<file path="src/sfxc_pkg.sv">
// ----------------------------------------------------------------------------
// sfxc_pkg
// Shared types, constants and helpers for the framed XOR checksum checker.
// ----------------------------------------------------------------------------
package sfxc_pkg;

    localparam int BYTE_W             = 8;
    localparam int MS_W               = 16;
    localparam int LEN_W              = 7;
    localparam int IN_TDATA_W         = 8;
    localparam int OUT_TDATA_W        = 32;
    localparam int FRAME_CAPACITY_DEF = 128;
    localparam int QUEUE_DEPTH        = 2;
    localparam int QUEUE_AW           = $clog2(QUEUE_DEPTH);
    localparam int QUEUE_CW           = $clog2(QUEUE_DEPTH + 1);
    localparam int MIN_FRAME          = 9;
    localparam int XOR_START          = 4;

    localparam logic [MS_W-1:0]   TIMEOUT_RESET = 16'd1000;
    localparam logic [MS_W-1:0]   MS_MAX        = 16'hFFFF;
    localparam logic [BYTE_W-1:0] CH_STX        = 8'h02;
    localparam logic [BYTE_W-1:0] CH_ETX        = 8'h03;
    localparam logic [BYTE_W-1:0] CH_LF         = 8'h0A;
    localparam logic [BYTE_W-1:0] CH_CR         = 8'h0D;
    localparam logic [BYTE_W-1:0] SEP_MARK      = 8'h2A;

    localparam logic CMD_BYTE = 1'b0;
    localparam logic CMD_TICK = 1'b1;

    typedef enum logic [1:0] {
        K_TICK  = 2'd0,
        K_STX   = 2'd1,
        K_CLOSE = 2'd2,
        K_DATA  = 2'd3
    } t_kind;

    typedef enum logic [1:0] {
        ST_OK       = 2'd0,
        ST_SHORT    = 2'd1,
        ST_NOT_HEX  = 2'd2,
        ST_MISMATCH = 2'd3
    } t_status;

    typedef struct packed {
        t_kind             kind;
        logic [BYTE_W-1:0] data;
    } t_item;

    typedef struct packed {
        logic   valid;
        t_item  item;
    } t_qport;

    // {valid, value}
    function automatic logic [4:0] hex_digit(input logic [BYTE_W-1:0] c);
        logic [4:0] r;
        r = 5'd0;
        if (c >= 8'h30 && c <= 8'h39) begin
            r = {1'b1, 4'(c - 8'h30)};
        end else if (c >= 8'h41 && c <= 8'h46) begin
            r = {1'b1, 4'(c - 8'h37)};
        end else if (c >= 8'h61 && c <= 8'h66) begin
            r = {1'b1, 4'(c - 8'h57)};
        end
        return r;
    endfunction

endpackage

</file>
<file path="src/sfxc_back.sv">
// ----------------------------------------------------------------------------
// sfxc_back
// Frame engine: tick counter, delay line, running XOR and verdict register.
// ----------------------------------------------------------------------------
module sfxc_back #(
    parameter int FRAME_CAPACITY = sfxc_pkg::FRAME_CAPACITY_DEF
) (
    input  logic                              i_clk,
    input  logic                              i_rst_n,
    input  logic                              i_cfg_wr_en,
    input  logic [sfxc_pkg::MS_W-1:0]         i_cfg_wr_data,
    input  sfxc_pkg::t_qport                  i_head,
    output logic                              o_pop,
    output logic                              o_m_axis_tvalid,
    input  logic                              i_m_axis_tready,
    output logic [sfxc_pkg::OUT_TDATA_W-1:0]  o_m_axis_tdata
);
    import sfxc_pkg::*;

    localparam int CNT_W = $clog2(FRAME_CAPACITY);
    localparam logic [CNT_W-1:0] CNT_LAST  = CNT_W'(FRAME_CAPACITY - 1);
    localparam logic [CNT_W-1:0] CNT_MIN   = CNT_W'(MIN_FRAME);
    localparam logic [CNT_W-1:0] CNT_XOR   = CNT_W'(XOR_START);
    localparam int PAD_W = OUT_TDATA_W - 2 - LEN_W - 2 * BYTE_W;

    logic [MS_W-1:0]   r_timeout;
    logic              r_in_frame, n_in_frame;
    logic [CNT_W-1:0]  r_count, n_count;
    logic [MS_W-1:0]   r_elapsed, n_elapsed;
    logic [BYTE_W-1:0] r_tail0, n_tail0;
    logic [BYTE_W-1:0] r_tail1, n_tail1;
    logic [BYTE_W-1:0] r_tail2, n_tail2;
    logic [BYTE_W-1:0] r_xor, n_xor;
    logic              r_out_valid, n_out_valid;
    t_status           r_status, n_status;
    logic [LEN_W-1:0]  r_len, n_len;
    logic [BYTE_W-1:0] r_comp, n_comp;
    logic [BYTE_W-1:0] r_recv, n_recv;
    logic [4:0]        hex_hi, hex_lo;
    logic [BYTE_W-1:0] recv_val;

    assign hex_hi   = hex_digit(r_tail1);
    assign hex_lo   = hex_digit(r_tail2);
    assign recv_val = {hex_hi[3:0], hex_lo[3:0]};

    assign o_pop = i_head.valid &&
                   (i_head.item.kind != K_CLOSE || !r_out_valid || i_m_axis_tready);

    always_comb begin
        n_in_frame  = r_in_frame;
        n_count     = r_count;
        n_elapsed   = r_elapsed;
        n_tail0     = r_tail0;
        n_tail1     = r_tail1;
        n_tail2     = r_tail2;
        n_xor       = r_xor;
        n_out_valid = r_out_valid && !i_m_axis_tready;
        n_status    = r_status;
        n_len       = r_len;
        n_comp      = r_comp;
        n_recv      = r_recv;
        if (o_pop) begin
            case (i_head.item.kind)
                K_TICK: begin
                    if (r_elapsed != MS_MAX) begin
                        n_elapsed = r_elapsed + 1'b1;
                    end
                end
                K_STX: begin
                    n_in_frame = 1'b1;
                    n_count    = CNT_W'(1);
                    n_elapsed  = '0;
                    n_tail0    = '0;
                    n_tail1    = '0;
                    n_tail2    = '0;
                    n_xor      = '0;
                end
                K_CLOSE: begin
                    if (r_in_frame) begin
                        if (r_elapsed <= r_timeout) begin
                            n_out_valid = 1'b1;
                            n_len       = LEN_W'(r_count);
                            n_comp      = '0;
                            n_recv      = '0;
                            if (r_count < CNT_MIN) begin
                                n_status = ST_SHORT;
                            end else begin
                                n_comp = r_xor;
                                if (!hex_hi[4] || !hex_lo[4]) begin
                                    n_status = ST_NOT_HEX;
                                end else begin
                                    n_recv   = recv_val;
                                    n_status = (recv_val == r_xor) ? ST_OK : ST_MISMATCH;
                                end
                            end
                        end
                        n_in_frame = 1'b0;
                        n_count    = '0;
                        n_tail0    = '0;
                        n_tail1    = '0;
                        n_tail2    = '0;
                        n_xor      = '0;
                    end
                end
                default: begin
                    if (r_in_frame) begin
                        if (r_elapsed > r_timeout) begin
                            n_in_frame = 1'b0;
                            n_count    = '0;
                            n_tail0    = '0;
                            n_tail1    = '0;
                            n_tail2    = '0;
                            n_xor      = '0;
                        end else if (r_count < CNT_LAST) begin
                            if (r_count >= CNT_XOR) begin
                                n_xor = r_xor ^ r_tail0;
                            end
                            n_tail0 = r_tail1;
                            n_tail1 = r_tail2;
                            n_tail2 = i_head.item.data;
                            n_count = r_count + 1'b1;
                        end
                    end
                end
            endcase
        end
    end

    always_ff @(posedge i_clk) begin
        if (!i_rst_n) begin
            r_timeout   <= TIMEOUT_RESET;
            r_in_frame  <= 1'b0;
            r_count     <= '0;
            r_elapsed   <= '0;
            r_tail0     <= '0;
            r_tail1     <= '0;
            r_tail2     <= '0;
            r_xor       <= '0;
            r_out_valid <= 1'b0;
        end else begin
            if (i_cfg_wr_en) begin
                r_timeout <= i_cfg_wr_data;
            end
            r_in_frame  <= n_in_frame;
            r_count     <= n_count;
            r_elapsed   <= n_elapsed;
            r_tail0     <= n_tail0;
            r_tail1     <= n_tail1;
            r_tail2     <= n_tail2;
            r_xor       <= n_xor;
            r_out_valid <= n_out_valid;
        end
    end

    always_ff @(posedge i_clk) begin
        r_status <= n_status;
        r_len    <= n_len;
        r_comp   <= n_comp;
        r_recv   <= n_recv;
    end

    assign o_m_axis_tvalid = r_out_valid;
    assign o_m_axis_tdata  = {{PAD_W{1'b0}}, r_recv, r_comp, r_len, r_status};

endmodule

</file>
<file path="config.mk">
export PLATFORM = sky130hd
export DESIGN_NAME = sfxc_back
export DESIGN_NICKNAME = d
export VERILOG_FILES = /design/src/sfxc_pkg.sv /design/src/sfxc_back.sv
export SDC_FILE = /design/constraint.sdc
export NUM_CORES = 1
export LEC_CHECK = 0
export ABC_AREA = 1
export BUFFER_PORTS_ARGS = -buffer_cell sky130_fd_sc_hd__clkbuf_2
export CAP_MARGIN = 10
export CORE_MARGIN = 10
export CORE_UTILIZATION = 55
export CTS_BUF_LIST = sky130_fd_sc_hd__clkbuf_4 sky130_fd_sc_hd__clkbuf_8
export DETAILED_ROUTE_END_ITERATION = 6
export PLACE_DENSITY = 0.87
export SLEW_MARGIN = 20
export SYNTH_ARGS = -nofsm -noshare
export SYNTH_HDL_FRONTEND = slang
export SYNTH_SLANG_ARGS = --single-unit
</file>
<file path="constraint.sdc">
create_clock -name i_clk -period 5.2 [get_ports i_clk]
set_input_delay 0.78 -clock i_clk [delete_from_list [all_inputs] [get_ports i_clk]]
set_output_delay 0.78 -clock i_clk [all_outputs]
set_load 0.05 [all_outputs]
</file>
== After elaboration in Yosys (flattened, before gate mapping) ==
Index checks and enable logic that the tools add are counted.
Storage, ports and cells
  bits in registers: 98
  input bits: 31
  output and inout port bits: 34
  word-level logic and storage cells: 113
Operators by class
  $add $sub $neg: 8
  order comparisons: 17
  equal/unequal tests: 7
  muxes and demuxes: 40
  bitwise logic cells: 2
  reductions and logical operators: 26
Operator list (number)
  8-bit 2-to-1 mux: 14
  8-bit case mux with 3 select lines: 4
  8-bit by 7-bit greater-or-equal comparator with 1-bit output (second input constant): 4
  8-bit by 7-bit <= comparator with 1-bit output (second input constant): 4
  16-bit case mux with 2 select lines: 1
  5-bit 2-to-1 mux: 6
  7-bit 2-to-1 mux: 4
  7-bit case mux with 3 select lines: 1
  16-bit by 1-bit adder with 16-bit output (second input constant): 1
  8-bit by 6-bit greater-or-equal comparator with 1-bit output (second input constant): 2
  16-bit greater-than comparator: 1
  16-bit <= comparator: 1
  8-bit by 6-bit <= comparator with 1-bit output (second input constant): 2
  16-bit 2-to-1 mux: 1
  16-bit != test (second input constant): 1
  4-bit by 3-bit subtractor with 4-bit output (second input constant): 4
  8-bit equality test: 1
  1-bit logical AND: 8
  4-bit nonzero test: 2
  4-bit by 1-bit subtractor with 4-bit output (second input constant): 2
  8-bit XOR: 1
  7-bit by 1-bit adder with 7-bit output (second input constant): 1
  7-bit by 3-bit greater-or-equal comparator with 1-bit output (second input constant): 1
  7-bit by 4-bit less-than comparator with 1-bit output (second input constant): 1
  other kinds (18): 32

== Logic depth before layout (Yosys ltp) ==
Gate-level depths: netlist of the first run.
  depth after elaboration: 8
  gate-level depth with buffers: 17
  mapped depth without buffers: 17

== Worst setup path after synthesis of the first run ==
No wires, ideal clock.
  path type: in2reg
  from: input i_head[8] (netlist name)
  to: register r_tail2[4]
  setup time: 0.128 ns
  arrival time: 2.409 ns
  required time: 5.072 ns
  setup slack: 2.663 ns
  stages on the path: 10
  buffers on the path: 1
  cells stage by stage: inv_1 > ha_1 > a21boi_4 > nand2_1 > nor2_4 > a21boi_4 > buf_2 > nand2_1 > o21ai_0 > nor2_1
On the way
  longest elaborated chain between the ends: 5
  elaborated cells on any way between the ends: 13
  classes of those cells: 4 x eq/ne; 1 x mux; 1 x bitwise; 7 x reduce/logical
Ends and longest elaborated chain
  from (decl): RTL line sfxc_back.sv:12  | input sfxc_pkg::t_qport i_head,
  2-bit != test: RTL line sfxc_back.sv:47  | (i_head.item.kind != K_CLOSE || !r_out_valid || i_m_axis_tready);
  1-bit logical OR (2 in a row): RTL line sfxc_back.sv:47
  1-bit logical AND: RTL line sfxc_back.sv:46  | assign o_pop = i_head.valid &&
  named net o_pop: RTL line sfxc_back.sv:13  | output logic o_pop,
  5-bit AND reduction (no source line)
  to (signal assigned): RTL line sfxc_back.sv:149  | r_tail2 <= n_tail2;
  to (decl): RTL line sfxc_back.sv:32  | logic [BYTE_W-1:0] r_tail2, n_tail2;
The timed path passes the listed nets, and every way through them passes these cells.
A chain may end at the register's enable or synchronous reset.

== Worst setup path after layout of the first run ==
  from: register r_elapsed[7]
  to: register r_len[6], enable pin
On the way
  longest elaborated chain between the ends: 2
Ends and longest elaborated chain
  from (decl): RTL line sfxc_back.sv:29  | logic [MS_W-1:0] r_elapsed, n_elapsed;
  from (signal assigned): RTL line sfxc_back.sv:146  | r_elapsed <= n_elapsed;
  16-bit <= comparator: RTL line sfxc_back.sv:80  | if (r_elapsed <= r_timeout) begin
  4-bit AND reduction (no source line)
  to (signal assigned): RTL line sfxc_back.sv:157  | r_len <= n_len;
  to (decl): RTL line sfxc_back.sv:36  | logic [LEN_W-1:0] r_len, n_len;
Every way passes these cells.

==> results of run 1 <==
stage by stage:
step / hold slack, ns / instances
6_report: 0.446 / 892
5_1_grt: 0.466 / 892
4_1_cts: 0.446 / 892
3_5_place_dp: 0.424 / 876
3_3_place_gp: 0.426 / 876
2_1_floorplan: 0.406 / 716
cells by family after synthesis:
kind of cell	Yosys count	share of synthesized area, %
other	1	0.0714
xor gates and xnor gates	15	2.50
buffers and inverters	110	8.84
AOI/OAI and AO/OA	103	10.9
and+or+nand+nor	355	28.9
DFF	98	42.1
adders and majority gates	28	6.67
routing by layer:
metal	vias up	wire length, µm	share of wire [%]
met1	2150	5270	44
met4	0	300	2.5
met2	182	5560	46
met5	-	0	0
li1	2376	-	-
met3	26	980	8.1
critical path, stage by stage (launching register included):
cell      delay (ns)
dfxtp_1         0.36
ha_1            0.31
nand2_1         0.08
nor2_1          0.21
nand2_1         0.08
nand2_1         0.07
nand2_1         0.05
nand2_1         0.07
nand2_2         0.24
nand4_1         0.19
clkinv_1        0.75
power by group through the flow:
| stage | Clock, W | Sequential, W | Combinational [W] |
|---|---|---|---|
| 3_5_place_dp | 0 | 0.000831 | 0.000175 |
| 3_3_place_gp | 0 | 0.000830 | 0.000167 |
| 5_1_grt | 0.000487 | 0.000817 | 0.000202 |
| 6_report | 0.000462 | 0.000814 | 0.000178 |
| 4_1_cts | 0.000463 | 0.000814 | 0.000176 |
| 2_1_floorplan | 0 | 0.000835 | 0.000132 |
Yosys cell counts, drive strengths merged:
cell type	instances	area (µm²)
o211ai	1	12.5
a21boi	2	37.5
or2	1	6.26
nor2	107	409
nor3	12	76.3
ha	28	350
a21o	1	7.51
a21oi	55	279
xor2	8	70.1
nor3b	2	20.0
o21a	1	7.51
a31oi	1	6.26
clkbuf	9	33.8
a211oi	3	22.5
a31o	1	8.76
xnor2	7	61.3
dfxtp	73	1460
conb	1	3.75
inv	82	308
o21ai	38	190
edfxtp	25	751
nand3	47	245
buf	18	119
nand4	12	75.1
and3	1	6.26
clkinv	1	3.75
nand2	172	671
nor4	1	6.26
sequential cells by signal, indices dropped and copies added (netlist names):
name	cells
r_elapsed	16
r_timeout	16
r_comp	8
r_recv	8
r_tail0	8
r_tail1	8
r_tail2	8
r_xor	8
r_count	7
r_len	7
r_status	2
o_m_axis_tvalid	1
r_in_frame	1
worst paths after layout:
kind | startpoint | end | slack (ns) | cells past startpoint
hold / removal | r_count[6] | r_len[6] | 0.45 | 0
hold reg to reg | r_count[6] | r_len[6] | 0.45 | 0
setup / recovery | r_elapsed[7] | r_len[6] | 2.24 | 10
setup reg to reg | r_elapsed[7] | r_len[6] | 2.24 | 10
layout make-up:
cell class	count	area (µm²)
Fill cell	812	3540
Sequential cell	98	2210
Tap cell	129	161
Timing Repair Buffer	58	293
Inverter	83	312
Clock buffer	9	124
Multi-Input combinational cell	508	2590
Clock inverter	7	51.3
==> summary.md, run 1 <==
| Metric | Value |
|---|---|
| Pins Over Slew Limit | `0` |
| Endpoints failing hold | `0` |
| Final Power | `0.00145 W` |
| Pre-CTS WS | `2.26 ns` |
| Warnings, synthesis | `0` |
| Worst-path clk slew | `approximately 0.10 ns` |
| Core Util, Final | `61.9%` |
| Hold_buf cts | `0` |
| PwrDens | `253 nW/µm²` |
| PostCTS Resize Cnt | `0` |
| Number of global-route vias before repair | `4507` |
| RSZ-0062 raised after global routing | `no` |
| DR WL/cell | `13.6 µm` |
| Worst-Skew Late Latency | `0.37 ns` |
| Final Instance Area | `5750 µm²` |
| Layer with the highest usage | `met2` |
| First-pass GRT wire length | `20600 µm` |
| Max_slew headroom | `35.0%` |
| Ant diodes | `0` |
| Setup Crit Path Kind | `reg2reg` |
| CTS sink count | `between 90 and 100` |
| Vias/cell | `5.31` |
| Initial antenna violation count | `0` |
| Leak pwr | `2.44 nW` |
| Cell area after synthesis | `around 5200 µm²` |
| Nets | `817` |
| Crit start category | `flip-flop` |
| Netlist cell types | `41` |
| Drt initial violations | `398` |
| Cell Int Power | `~0.0010 W` |
| Worst VDD drop | `0.123 mV` |
| Die Width | `between 100 and 150 µm` |
| Worst-path maximum fanout | `26` |
| Met2 track utilization from global routing | `about 28%` |
| H-tree levels | `3` |
| Net Sw Power | `0.000422 W` |
| CTS buffer count | `9` |
| CTS tree | `built` |
| Maxcap violations | `0` |
| I/O pins | `65` |
| Total GRT Usage | `between 10% and 20%` |
| Register area share after synthesis | `42.1%` |
| Met1 Use GR | `21.5%` |
| Die Y-Extent | `118 µm` |
| Layout cells sized above 1 | `12.5%` |
| Cell Rows | `35` |
| Hold Crit Class | `reg2reg` |
| Total Wirelength | `roughly 12000 µm` |
| Most frequent cells in the layout | `nand2_1, nor2_1, inv_1` |
| Switching Fraction | `29.0%` |
| Clock buffer depth | `2` |
| Synthesis-stage register bit count | `a little under 100` |
| Root buffer cell | `clkbuf_8` |
| Final setup viols | `0` |
| CP Data Arrival Time | `between 2 and 3 ns` |
| Post-DP Area | `5570 µm²` |
| Final TNS setup | `0 ns` |
| Setup ws final | `2.24 ns` |
| Syn avg cell area | `~7.4 µm²` |
| # port buffers | `57` |
| Most common cell after layout, fill and taps aside | `nand2_1` |
| GPL Wtd Cong | `around 0.91` |
| Worst Path Required | `5.02 ns` |
| Largest net degree at the start of global routing | `44` |
| Antenna viol nets, final | `0` |
| Flop pwr share | `56.0%` |
| Die area | `~14000 µm²` |
| Grt met3 use | `around 4.5%` |
| Post-route DRC violation count | `0` |
| Final period util | `a little under three fifths` |
| Clk_skew | `around 0.016 ns` |
| Post-CTS Setup Repair Bufs | `0` |
| Worst Setup End Kind | `flip-flop` |
| Clock Power Share | `31.8%` |
| Detailed Place HPWL | `9040 µm` |
| Tightest Pin Transition | `0.972 ns` |
| GRT overflow | `0` |
| Synthesized instance count | `710` |
| Initial Util | `56.5%` |
| Area growth syn-to-layout | `9.51%` |
| Gate power share | `12.2%` |
| First-pass DRT Iterations | `5` |
| Via count | `about 4700` |
| Peak Freq | `~340 MHz` |
| Core ar. | `9280 µm²` |
| Outcome | `finished, final reports clean` |
| Crit path time final | `2.96 ns` |
(Power assumes the default switching activity.)
==> inputs of run 2 (changes only) <==
--- a/config.mk
+++ b/config.mk
@@ -5,14 +5,14 @@
 export SDC_FILE = /design/constraint.sdc
 export NUM_CORES = 1
 export LEC_CHECK = 0
-export ABC_AREA = 1
+export ABC_AREA = 0
 export BUFFER_PORTS_ARGS = -buffer_cell sky130_fd_sc_hd__clkbuf_2
 export CAP_MARGIN = 10
 export CORE_MARGIN = 10
 export CORE_UTILIZATION = 55
 export CTS_BUF_LIST = sky130_fd_sc_hd__clkbuf_4 sky130_fd_sc_hd__clkbuf_8
 export DETAILED_ROUTE_END_ITERATION = 6
-export PLACE_DENSITY = 0.87
+export PLACE_DENSITY = 0.88
 export SLEW_MARGIN = 20
 export SYNTH_ARGS = -nofsm -noshare
 export SYNTH_HDL_FRONTEND = slang
==> constraint.sdc (replaced) <==
create_clock -name i_clk -period 3 [get_ports i_clk]
set_input_delay 0.45 -clock i_clk [delete_from_list [all_inputs] [get_ports i_clk]]
set_output_delay 0.45 -clock i_clk [all_outputs]
set_load 0.05 [all_outputs]
==> run 2 against run 1 <==
Clock skew down 0.011 ns. Maximum frequency increased by 8.4%. Setup slack got worse by 2.0 ns. Final area is 5.4% lower. Area after synthesis decreased by 6.4%. Global-route usage rose by 0.097 points. Sequential power rose by 70%. Clock-buffer cell count is 3 higher. Die area is 5.3% lower. Clock power is 70% higher. Total power up 61%. Critical path depth fell by 1. Highest routed layer unchanged.
==> summary.md, run 2 <==
| Metric | Value |
|---|---|
| Area growth syn-to-layout | `10.6%` |
| CP Data Arrival Time | `3.02 ns (+0.24 ns)` |
| Fillers | `658 (-19%)` |
| Setup Crit Path Kind | `reg2reg` |
| Leak pwr | `2.13 nW (-13%)` |
| Pins Over Slew Limit | `0 (unchanged)` |
| Peak Freq | `366 MHz (+8.4%)` |
| Pre-CTS WS | `0.353 ns (-1.91 ns)` |
| Final Power | `0.00234 W (+61%)` |
| Worst-Skew Late Latency | `0.36 ns (about the same)` |
| Crit start category | `flip-flop` |
| First-pass DRT Iterations | `5 (unchanged)` |
| Cell Rows | `34 (-2.9%)` |
| Maxcap violations | `0 (unchanged)` |
| Total Wirelength | `11300 µm (-6.8%)` |
| Largest regs | `r_elapsed: 16 flops, r_timeout: 16 flops` |
| Tightest Pin Transition | `0.722 ns (-0.250 ns)` |
| Cells after DPL | `659 (-25%)` |
| Reg2Reg Depth | `9 (-1)` |
| CTS sink count | `98 (unchanged)` |
| Worst Setup End Kind | `flip-flop` |
| I/O pins | `65 (unchanged)` |
| Post-route DRC violation count | `0 (unchanged)` |
| Worst-path maximum fanout | `9 (-65%)` |
| Via count | `3916 (-17%)` |
| First-pass GRT wire length | `18900 µm (-8.4%)` |
| Worst hold path cell count | `2 (+2)` |
| Area share of the largest cell type after synthesis | `29.8% (+1.9 points)` |
| Setup ws final | `0.269 ns (-1.97 ns)` |
| Final period util | `91.0% (+34 points)` |
| Syn avg cell area | `9.71 µm² (+31%)` |
| Warnings, synthesis | `0 (unchanged)` |
| Total GRT Usage | `17.3% (+0.097 points)` |
| Crit path time final | `2.73 ns (-0.229 ns)` |
| Initial Util | `56.3% (-0.21 points)` |
| Final setup viols | `0 (unchanged)` |
| Most frequent cells in the layout | `dfxtp_1, clkbuf_2, nand2_1` |
| Endpoints failing hold | `0 (unchanged)` |
| Outcome | `finished, final reports clean` |
| # port buffers | `57 (unchanged)` |
| Ant diodes | `0 (unchanged)` |
| Synth area leader | `dfxtp_1` |
| CTS tree | `built` |
| Root buffer cell | `clkbuf_8` |
| Core ar. | `8720 µm² (-6.1%)` |
| Hold Crit Class | `in2reg` |
| Netlist cell types | `66 (+61%)` |
| Largest net degree at the start of global routing | `39 (-11%)` |
| DR WL/cell | `16.7 µm (+23%)` |
| Async S/R FF share, synth | `0% (unchanged)` |
| Synth cell count leaders | `dfxtp_1, nand2_1, nor2_1, inv_1, ha_1` |
| Cell area after synthesis | `4910 µm² (-6.4%)` |
| Synthesized instance count | `506 (-29%)` |
| Worst VDD drop | `0.241 mV (+96%)` |
| Vias/cell | `5.80 (+9.3%)` |
| PwrDens | `431 nW/µm² (+70%)` |
| Number of global-route vias before repair | `3967 (-12%)` |
| EDFF count, synth | `25 (unchanged)` |
| Final Hold Slack | `0.296 ns (-0.150 ns)` |
| Die Y-Extent | `115 µm (-2.7%)` |
| GRT overflow | `0 (unchanged)` |
| GPL Wtd Cong | `0.880 (-3.8%)` |
| RSZ-0062 raised after global routing | `no` |
| CTS buffer count | `9 (unchanged)` |
| Post-CTS Setup Repair Bufs | `0 (unchanged)` |
| Initial antenna violation count | `0 (unchanged)` |
| Nets | `621 (-24%)` |
| Antenna viol nets, final | `0 (unchanged)` |
| Max_slew headroom | `51.8% (+17 points)` |
| Most common cell after layout, fill and taps aside | `dfxtp_1` |
| Layout Cells excl Fill | `675 (-24%)` |
| Clk_skew | `0.00573 ns (-0.0107 ns)` |
| Synth top area cells | `dfxtp_1, edfxtp_1, ha_1` |
| Synthesis-stage register bit count | `98 (unchanged)` |
| H-tree levels | `3 (unchanged)` |
| PostCTS Resize Cnt | `0 (unchanged)` |
| Detailed Place HPWL | `8360 µm (-7.5%)` |
| Cell with the most instances after synthesis | `dfxtp_1` |
| Die area | `13100 µm² (-5.3%)` |
| Top_reg_cell synth | `dfxtp_1` |
| Register area share after synthesis | `45.0% (+2.9 points)` |
| Final TNS setup | `0 ns (unchanged)` |
| Layout cells sized above 1 | `19.2% (+6.8 points)` |
| Worst Path Required | `3.29 ns (-1.73 ns)` |
| Drt initial violations | `244 (-39%)` |
| Hold_buf cts | `0 (unchanged)` |
| Die Width | `115 µm (-2.7%)` |
| Worst-path clk slew | `0.09 ns (about the same)` |
| Clock buffer depth | `2 (unchanged)` |
-- run 2: cell types whose count changed after synthesis, moves of 19 or more --
cell	before	now
a21oi_1	54	20
a22o_2	0	19
inv_1	80	31
nand2_1	164	48
nand3_1	45	10
nor2_1	106	34
o21ai_0	34	14
-- run 2: area by class of cell --
cell class	instances	area [µm²]	area share, %
Multi-Input combinational cell	361	2480	45.6
Inverter	31	116	2.14
Timing Repair Buffer	61	315	5.80
Sequential cell	98	2210	40.7
Tap cell	108	135	2.49
Clock buffer	12	146	2.69
Clock inverter	4	28.8	0.529
-- run 2: cells by family (layout without fill, tap and decap cells) --
logic type      count (synthesis)  in the layout  synth area share, %
simple gates                  186            186                 20.2
compound gates                105            105                 15.9
flops                          98             98                 45.0
buf+inv                        53            108                 5.14
fa+ha+maj                      28             28                 7.13
xor+xnor                       24             24                 4.28
mux                            11             11                 2.24
other cells                     1              7               0.0763
-- run 2: critical path: stages (launching register included) --
cell and delay [ns]:
dfxtp_1 0.37, inv_1 0.07, ha_1 0.33, nand4_1 0.17, nor2_1 0.07, a221o_1 0.34, o31a_4 0.40, nor2_2 0.33
nand3_1 0.31, o21ai_0 0.26
-- run 2: report_power, final --
part	leakage, nW	switching [W]	total [W]	internal (W)
Clock	0.0885	0.000456	0.000786	0.000331
Sequential	0.789	0.0000138	0.00138	0.00137
Combinational	1.25	0.000115	0.000175	0.0000596
-- run 2: per-layer routing --
layer	global-route usage [%]	share of wire [%]
met1	20.5	43
met2	29.6	50
met3	3.51	5.8
met4	7.52	2.0
met5	0	0
-- run 2: stage by stage --
stage / area [µm²] / utilization (%)
floorplan: 4950 / -
global placement: 5260 / 60.3
detailed placement: 5260 / 60.3
CTS: 5440 / 62.3
global route: 5440 / 62.3
finish: 5440 / 62.3
-- run 2: path summary, 6_finish.rpt --
check | start | slack, ns | endpoint
hold reg to reg | r_timeout[5] | 0.49 | r_timeout[5]
setup reg to reg | r_timeout[14] | 0.27 | r_xor[5]
hold / removal | i_head[0] | 0.30 | r_tail2[0]
setup / recovery | r_timeout[14] | 0.27 | r_xor[5]
